$ cat config.mk
export PLATFORM = sky130hd
export DESIGN_NAME = grc_ctrl
export DESIGN_NICKNAME = d
export VERILOG_FILES = /design/src/rtl/grc_pkg.sv /design/src/rtl/grc_ctrl.sv
export SDC_FILE = /design/constraint.sdc
export NUM_CORES = 1
export LEC_CHECK = 0
export BUFFER_PORTS_ARGS = -buffer_cell sky130_fd_sc_hd__buf_2
export CAP_MARGIN = 20
export CORE_AREA = 2 2 39 41
export DETAILED_ROUTE_END_ITERATION = 7
export DIE_AREA = 0 0 41 43
export GPL_ROUTABILITY_DRIVEN = 0
export PLACE_DENSITY = 0.72
export SYNTH_ARGS = -nofsm -noshare
export SYNTH_HDL_FRONTEND = slang
export SYNTH_SLANG_ARGS = --single-unit
$ cat constraint.sdc
create_clock -name clock -period 2.7 [get_ports clock]
set_input_delay 0.27 -clock clock [delete_from_list [all_inputs] [get_ports clock]]
set_output_delay 0.27 -clock clock [all_outputs]
set_load 0.05 [all_outputs]
$ cat src/rtl/grc_pkg.sv
// grc_pkg: shared constants, datapath operation codes and control structs
// for the grid ray column caster; used by grc_ctrl, grc_datapath and the top level
`timescale 1ns / 1ps
package grc_pkg;

   // screen and map geometry
   localparam int unsigned SCREEN_HEIGHT = 768;
   localparam int unsigned CENTER_ROW    = SCREEN_HEIGHT / 2;
   localparam int unsigned MAP_SIZE      = 32;
   localparam int unsigned MAP_DEPTH     = MAP_SIZE * MAP_SIZE;
   localparam int unsigned WALK_CAP      = 2 * (MAP_SIZE + 40);

   localparam logic [3:0]  OUTSIDE_CODE  = 4'd15;
   localparam logic [23:0] STEP_MAX      = 24'hFF_FFFF;
   localparam logic [33:0] DELTA_NONE    = 34'h2_0000_0000;
   localparam logic [33:0] DIV_ONE_Q32   = 34'h1_0000_0000;
   localparam logic [33:0] DIV_HEIGHT    = 34'(SCREEN_HEIGHT * 65536);
   localparam logic [33:0] DIV_TEX       = 34'h100_0000;
   localparam logic [8:0]  HALF_MAX      = 9'(CENTER_ROW - 1);
   localparam logic [7:0]  CAP_LAST      = 8'(WALK_CAP - 1);

   // configuration register indexes
   localparam logic [2:0] CSR_POS_X   = 3'd0;
   localparam logic [2:0] CSR_POS_Y   = 3'd1;
   localparam logic [2:0] CSR_DIR_X   = 3'd2;
   localparam logic [2:0] CSR_DIR_Y   = 3'd3;
   localparam logic [2:0] CSR_PLANE_X = 3'd4;
   localparam logic [2:0] CSR_PLANE_Y = 3'd5;

   // datapath operations
   localparam logic [4:0] OP_NONE   = 5'd0;
   localparam logic [4:0] OP_CLEAR  = 5'd1;
   localparam logic [4:0] OP_MAPWR  = 5'd2;
   localparam logic [4:0] OP_CAM    = 5'd3;
   localparam logic [4:0] OP_RAY    = 5'd4;
   localparam logic [4:0] OP_DIVX   = 5'd5;
   localparam logic [4:0] OP_TAKEDX = 5'd6;
   localparam logic [4:0] OP_DIVY   = 5'd7;
   localparam logic [4:0] OP_TAKEDY = 5'd8;
   localparam logic [4:0] OP_MULX   = 5'd9;
   localparam logic [4:0] OP_TAKELX = 5'd10;
   localparam logic [4:0] OP_MULY   = 5'd11;
   localparam logic [4:0] OP_TAKELY = 5'd12;
   localparam logic [4:0] OP_STEP   = 5'd13;
   localparam logic [4:0] OP_READ   = 5'd14;
   localparam logic [4:0] OP_CHECK  = 5'd15;
   localparam logic [4:0] OP_PERP   = 5'd16;
   localparam logic [4:0] OP_DIVH   = 5'd17;
   localparam logic [4:0] OP_TAKEH  = 5'd18;
   localparam logic [4:0] OP_DIVS   = 5'd19;
   localparam logic [4:0] OP_TAKES  = 5'd20;
   localparam logic [4:0] OP_MULH   = 5'd21;
   localparam logic [4:0] OP_OUTLD  = 5'd22;

   typedef struct packed {
      logic [4:0] op;
   } grc_cmd_type;

   typedef struct packed {
      logic clear_last;
      logic div_busy;
      logic mul_busy;
      logic cell_stop;
      logic cap_last;
      logic out_free;
   } grc_status_type;

endpackage

$ cat src/rtl/grc_ctrl.sv
// grc_ctrl: sequencer for map clear, tile writes and the column cast
// depends on grc_pkg
`timescale 1ns / 1ps
module grc_ctrl (
   input  logic                    clock,
   input  logic                    reset,
   input  logic                    req_valid,
   input  logic                    req_mode,
   output logic                    req_stall,
   input  grc_pkg::grc_status_type status,
   output grc_pkg::grc_cmd_type    cmd
);

   localparam logic [4:0] S_CLEAR = 5'd0;
   localparam logic [4:0] S_IDLE  = 5'd1;
   localparam logic [4:0] S_RAY   = 5'd2;
   localparam logic [4:0] S_DIVX  = 5'd3;
   localparam logic [4:0] S_WDX   = 5'd4;
   localparam logic [4:0] S_DIVY  = 5'd5;
   localparam logic [4:0] S_WDY   = 5'd6;
   localparam logic [4:0] S_MULX  = 5'd7;
   localparam logic [4:0] S_WLX   = 5'd8;
   localparam logic [4:0] S_MULY  = 5'd9;
   localparam logic [4:0] S_WLY   = 5'd10;
   localparam logic [4:0] S_STEP  = 5'd11;
   localparam logic [4:0] S_READ  = 5'd12;
   localparam logic [4:0] S_CHECK = 5'd13;
   localparam logic [4:0] S_PERP  = 5'd14;
   localparam logic [4:0] S_DIVH  = 5'd15;
   localparam logic [4:0] S_WH    = 5'd16;
   localparam logic [4:0] S_DIVS  = 5'd17;
   localparam logic [4:0] S_WS    = 5'd18;
   localparam logic [4:0] S_MULH  = 5'd19;
   localparam logic [4:0] S_WHIT  = 5'd20;
   localparam logic [4:0] S_OUT   = 5'd21;

   logic [4:0] state_ff, state_in;

   // next state and datapath operation
   always_comb begin
      state_in = state_ff;
      cmd.op   = grc_pkg::OP_NONE;
      case (state_ff)
         S_CLEAR: begin
            cmd.op = grc_pkg::OP_CLEAR;
            if (status.clear_last) state_in = S_IDLE;
         end
         S_IDLE: begin
            if (req_valid) begin
               if (req_mode) begin
                  cmd.op   = grc_pkg::OP_CAM;
                  state_in = S_RAY;
               end else begin
                  cmd.op = grc_pkg::OP_MAPWR;
               end
            end
         end
         S_RAY: begin
            cmd.op   = grc_pkg::OP_RAY;
            state_in = S_DIVX;
         end
         S_DIVX: begin
            cmd.op   = grc_pkg::OP_DIVX;
            state_in = S_WDX;
         end
         S_WDX: begin
            if (!status.div_busy) begin
               cmd.op   = grc_pkg::OP_TAKEDX;
               state_in = S_DIVY;
            end
         end
         S_DIVY: begin
            cmd.op   = grc_pkg::OP_DIVY;
            state_in = S_WDY;
         end
         S_WDY: begin
            if (!status.div_busy) begin
               cmd.op   = grc_pkg::OP_TAKEDY;
               state_in = S_MULX;
            end
         end
         S_MULX: begin
            cmd.op   = grc_pkg::OP_MULX;
            state_in = S_WLX;
         end
         S_WLX: begin
            if (!status.mul_busy) begin
               cmd.op   = grc_pkg::OP_TAKELX;
               state_in = S_MULY;
            end
         end
         S_MULY: begin
            cmd.op   = grc_pkg::OP_MULY;
            state_in = S_WLY;
         end
         S_WLY: begin
            if (!status.mul_busy) begin
               cmd.op   = grc_pkg::OP_TAKELY;
               state_in = S_STEP;
            end
         end
         S_STEP: begin
            cmd.op   = grc_pkg::OP_STEP;
            state_in = S_READ;
         end
         S_READ: begin
            cmd.op   = grc_pkg::OP_READ;
            state_in = S_CHECK;
         end
         S_CHECK: begin
            cmd.op   = grc_pkg::OP_CHECK;
            state_in = (status.cell_stop || status.cap_last) ? S_PERP : S_STEP;
         end
         S_PERP: begin
            cmd.op   = grc_pkg::OP_PERP;
            state_in = S_DIVH;
         end
         S_DIVH: begin
            cmd.op   = grc_pkg::OP_DIVH;
            state_in = S_WH;
         end
         S_WH: begin
            if (!status.div_busy) begin
               cmd.op   = grc_pkg::OP_TAKEH;
               state_in = S_DIVS;
            end
         end
         S_DIVS: begin
            cmd.op   = grc_pkg::OP_DIVS;
            state_in = S_WS;
         end
         S_WS: begin
            if (!status.div_busy) begin
               cmd.op   = grc_pkg::OP_TAKES;
               state_in = S_MULH;
            end
         end
         S_MULH: begin
            cmd.op   = grc_pkg::OP_MULH;
            state_in = S_WHIT;
         end
         S_WHIT: begin
            if (!status.mul_busy) state_in = S_OUT;
         end
         S_OUT: begin
            if (status.out_free) begin
               cmd.op   = grc_pkg::OP_OUTLD;
               state_in = S_IDLE;
            end
         end
         default: state_in = S_IDLE;
      endcase
   end

   always_ff @(posedge clock) begin
      if (reset) begin
         state_ff <= S_CLEAR;
      end else begin
         state_ff <= state_in;
      end
   end

   assign req_stall = state_ff != S_IDLE;

endmodule

======== Yosys cells after proc, flatten, opt, wreduce, memory -nomap -nowiden ========
Cells that the tools add are included.
operators by class
  reductions and logical operators ........ 3
  multiplexer cells ....................... 23
  equality and inequality tests ........... 33
operators with widths
  kind                  number
  $pmux W5 S22          1
  $pmux W5 S21          1
  $mux W5               14
  $eq A5 B4 Y1 const B  8
  $eq A5 B5 Y1 const B  6
  $ne A2 B2 Y1 const B  11
  $eq A5 B3 Y1 const B  4
  $mux W4               3
  $reduce_and A11 Y1    1
  $eq A5 B2 Y1 const B  2
  $mux W3               2
  $eq A5 B1 Y1 const B  1
  $logic_not A5 Y1      1
  $ne A5 B1 Y1 const B  1
  $mux W2               1
  $logic_or A1 B1 Y1    1
  $mux W1               1
word-level totals
  output and inout port bits .............. 6
  register bits ........................... 5
  word-level logic and storage cells ...... 60

======== Depth between registers and ports, before layout ========
  depth in word-level cells ............... 3
  depth in mapped cells ................... 6
  mapped depth without buffers ............ 4

======== Worst setup path after synthesis ========
Ideal clock, no wire load.
  kind .................................... reg2out
  start ................................... register state_ff[0]
  end ..................................... output cmd[3] in the netlist's numbering
  cell stages (with the launch flop) ...... 5
  data arrival time ....................... 2.333 ns
  required time ........................... 2.430 ns
  slack ................................... 0.097 ns
  cell sequence ........................... dfxtp_1 clkbuf_1 nand2b_1 a21oi_1 nor4_1
RTL lines
  what                      RTL line         text
  start: declaration        grc_ctrl.sv:37   logic [4:0] state_ff, state_in;
  start signal: assignment  grc_ctrl.sv:159  state_ff <= state_in;
  end: declaration          grc_ctrl.sv:11   output grc_pkg::grc_cmd_type cmd

==> run metrics <==
outcome=completed; I/O pin cnt=16; Root Driver=clkbuf_4; data arrival time of the worst path=about 1900 ps; Ant. Diodes=0; crit path time final=between 2000 and 2500 ps; post-place setup slack=669.9 ps; CTS tree=built; worst min-delay path class=input pin to flop; fin area=approximately 700 um^2; Worst Max-Slew Pin Slew=between 600 and 700 ps; Area contributors post-synth=dfxtp_1 17%, a21oi_1 5.0%, nor2_1 4.3%, nor2b_1 4.1%, mux2i_1 3.3%; Seq. cell area=100.1 um^2; Largest Register=state_ff; Syn Inst Count=between 80 and 90; path depth of the worst reg2reg path=4; TritonCTS Buffers=3; power density cells=493.6 nW/um^2; CP Capture Type=output pin; Post-CTS Resized=0; Post-Route WL=1557 um; Core Box Area=about 1400 um^2; chip width=between 40 and 50 um; initial core utilization=0.4376; biggest regs=state_ff: 5 flops; Seq/Total Area, Yosys=0.1653; Final Skew=2.277 ps; Layout Nets=108; global-route wire length before repair=approximately 2500 um; area grow syn2layout=14.88%; Worst-path clk slew=50 ps; routed length per instance=about 14 um; initial antenna violation count=0; routed vias=~690; dpl cell area=~670 um^2; CTS HTree Levels=1; gr usage total=0.2016; multi-input logic area=466.7 um^2; Post-Syn Area=around 610 um^2; P_leak=between 0.0002 and 0.0003 uW; leading area contributor after synthesis=dfxtp_1; Req. time, crit path=2430 ps; vias in the first global route=about 620; Fin Setup TNS=0 ps; maximum VDD drop=~230 uV; max reg flops=5; kind of critical path=flop to output pin; die height=43 um; CTS sink count=5; hold path depth=2; Worst Setup EP=cmd[1]; number of post-CTS setup repair buffers=0; Slew Limit Fails=0; max_cap viols=0; Max Fclk=458.6 MHz; Placement Rows=14; worst reg2reg setup slack=approximately 660 ps; period utilization=0.8076; Yosys warnings=0; largest net degree at the start of global routing=20; Vias/cell=roughly 6; top cell type's share of synthesized area=0.1653; overflow left after global routing=0; Reg2Reg Launch Point=state_ff[2]$_SDFFE_PP0P_; Fillers=140; First-pass DRT Iterations=4; RSZ-0062 raised after global routing=no; Reg2Reg Capture Point=state_ff[4]$_SDFFE_PP0P_; # port buffers=15; layout cells sized above 1=0.2371; Max-slew headroom=0.5752; Avg Inst Size Synth=about 7 um^2; clk_lat worst skew=about 250 ps; Max FO, Critical Path=19; Final setup viols=0; Fin. Hold Viols=0; DRT iter0 DRCs=20; post-route DRC violation count=0; Syn Nets=95; crit path from=state_ff[4]$_SDFFE_PP0P_; HP Start=reset; number of synthesized register bits=5; Die ar.=between 1500 and 2000 um^2; hpwl dp=between 1000 and 1500 um; Hold-fix buffers, CTS=0; Pwr Total=around 340 uW; clk buf depth=2; startpoint types=flop; setup ws final=slightly above 500 ps; Distinct cells, synth=39; DRT antenna net count=0
==> how the worst min path moves through the flow <==
stage,endpoint
2_1_floorplan,state_ff[3]$_SDFFE_PP0P_
3_3_place_gp,state_ff[3]$_SDFFE_PP0P_
3_5_place_dp,state_ff[3]$_SDFFE_PP0P_
4_1_cts,state_ff[3]$_SDFFE_PP0P_
5_1_grt,state_ff[1]$_SDFFE_PP0P_
6_report,state_ff[3]$_SDFFE_PP0P_
==> placed cells by master, fill, tap and decap left out, types with 3 or more instances in the layout <==
cell type,synthesis,final
a21oi_1,6,6
buf_2,1,15
clkbuf_4,0,3
dfxtp_1,5,5
nand2_1,5,5
nand2b_1,3,3
nand3_1,3,3
nor2_1,7,7
nor2b_1,4,4
nor3_1,4,4
o21ai_0,4,4
==> synth_stat cells, drive strengths merged <==
library cell and n:
dfxtp 5, and2 2, or3 1, nand2b 3
a22oi 1, a41oi 1, nand3 3, nor4bb 2
a31oi 1, a2bb2oi 1, nand2 5, nor3b 1
o2111a 1, a32oi 1, a21boi 1, nor3 4
inv 2, o21bai 1, o211ai 2, a21oi 6
mux2i 2, nor2b 4, o21a 1, mux2 1
o21ai 6, nand3b 1, xnor2 2, buf 2
clkbuf 5, nor4 2, o221a 1, a22o 1
a211o 1, o21ba 1, or3b 2, nor2 7
and3 2
==> critical path, stage by stage, from the launching register on <==
cell and delay [ps]:
dfxtp_1 720, inv_1 240, o21ai_0 220, a22oi_1 90, o21ai_1 120, buf_2 270
==> cells by family (layout without fill, tap and decap cells) <==
family | after synthesis | after routing | synth area share
xor gates and xnor gates | 2 | 2 | 0.02893
DFF | 5 | 5 | 0.1653
and+or+nand+nor | 39 | 39 | 0.3719
muxes | 3 | 3 | 0.05785
buffers and inverters | 9 | 21 | 0.06405
AOI/OAI and AO/OA | 27 | 27 | 0.3120
==> per-layer routing <==
metal	wire [um]	global-route usage
met5	0	0
met4	14	0.06000
met3	79	0.05236
met2	719	0.3000
met1	743	0.2756
==> per-stage QoR <==
stage               hold slack, ps  cells  utilization
global placement             538.7    109       0.4837
floorplan                    346.6     85            -
CTS                          281.5    113       0.5027
finish                       284.3    113       0.5027
detailed placement           537.3    109       0.4837
global route                 288.4    113       0.5027
==> power by group <==
part / switching [uW] / total, uW / internal (uW) / leakage, uW
combinational: 92.4 / 151 / 58.2 / 0.000197
sequential: 23.5 / 103 / 79.8 / 0.0000407
clock: 33.5 / 89.5 / 56.1 / 0.0000150
total: 149 / 343 / 194 / 0.000253
==> area by class of cell <==
cell class                 instances  share of cell area
inverter                           2             0.01079
multi-input combinational         71              0.6709
clock buffer                       4             0.03777
tap                               16             0.02878
sequential                         5              0.1439
timing repair buffer              15              0.1079
Power figures use the tool's default switching activity.
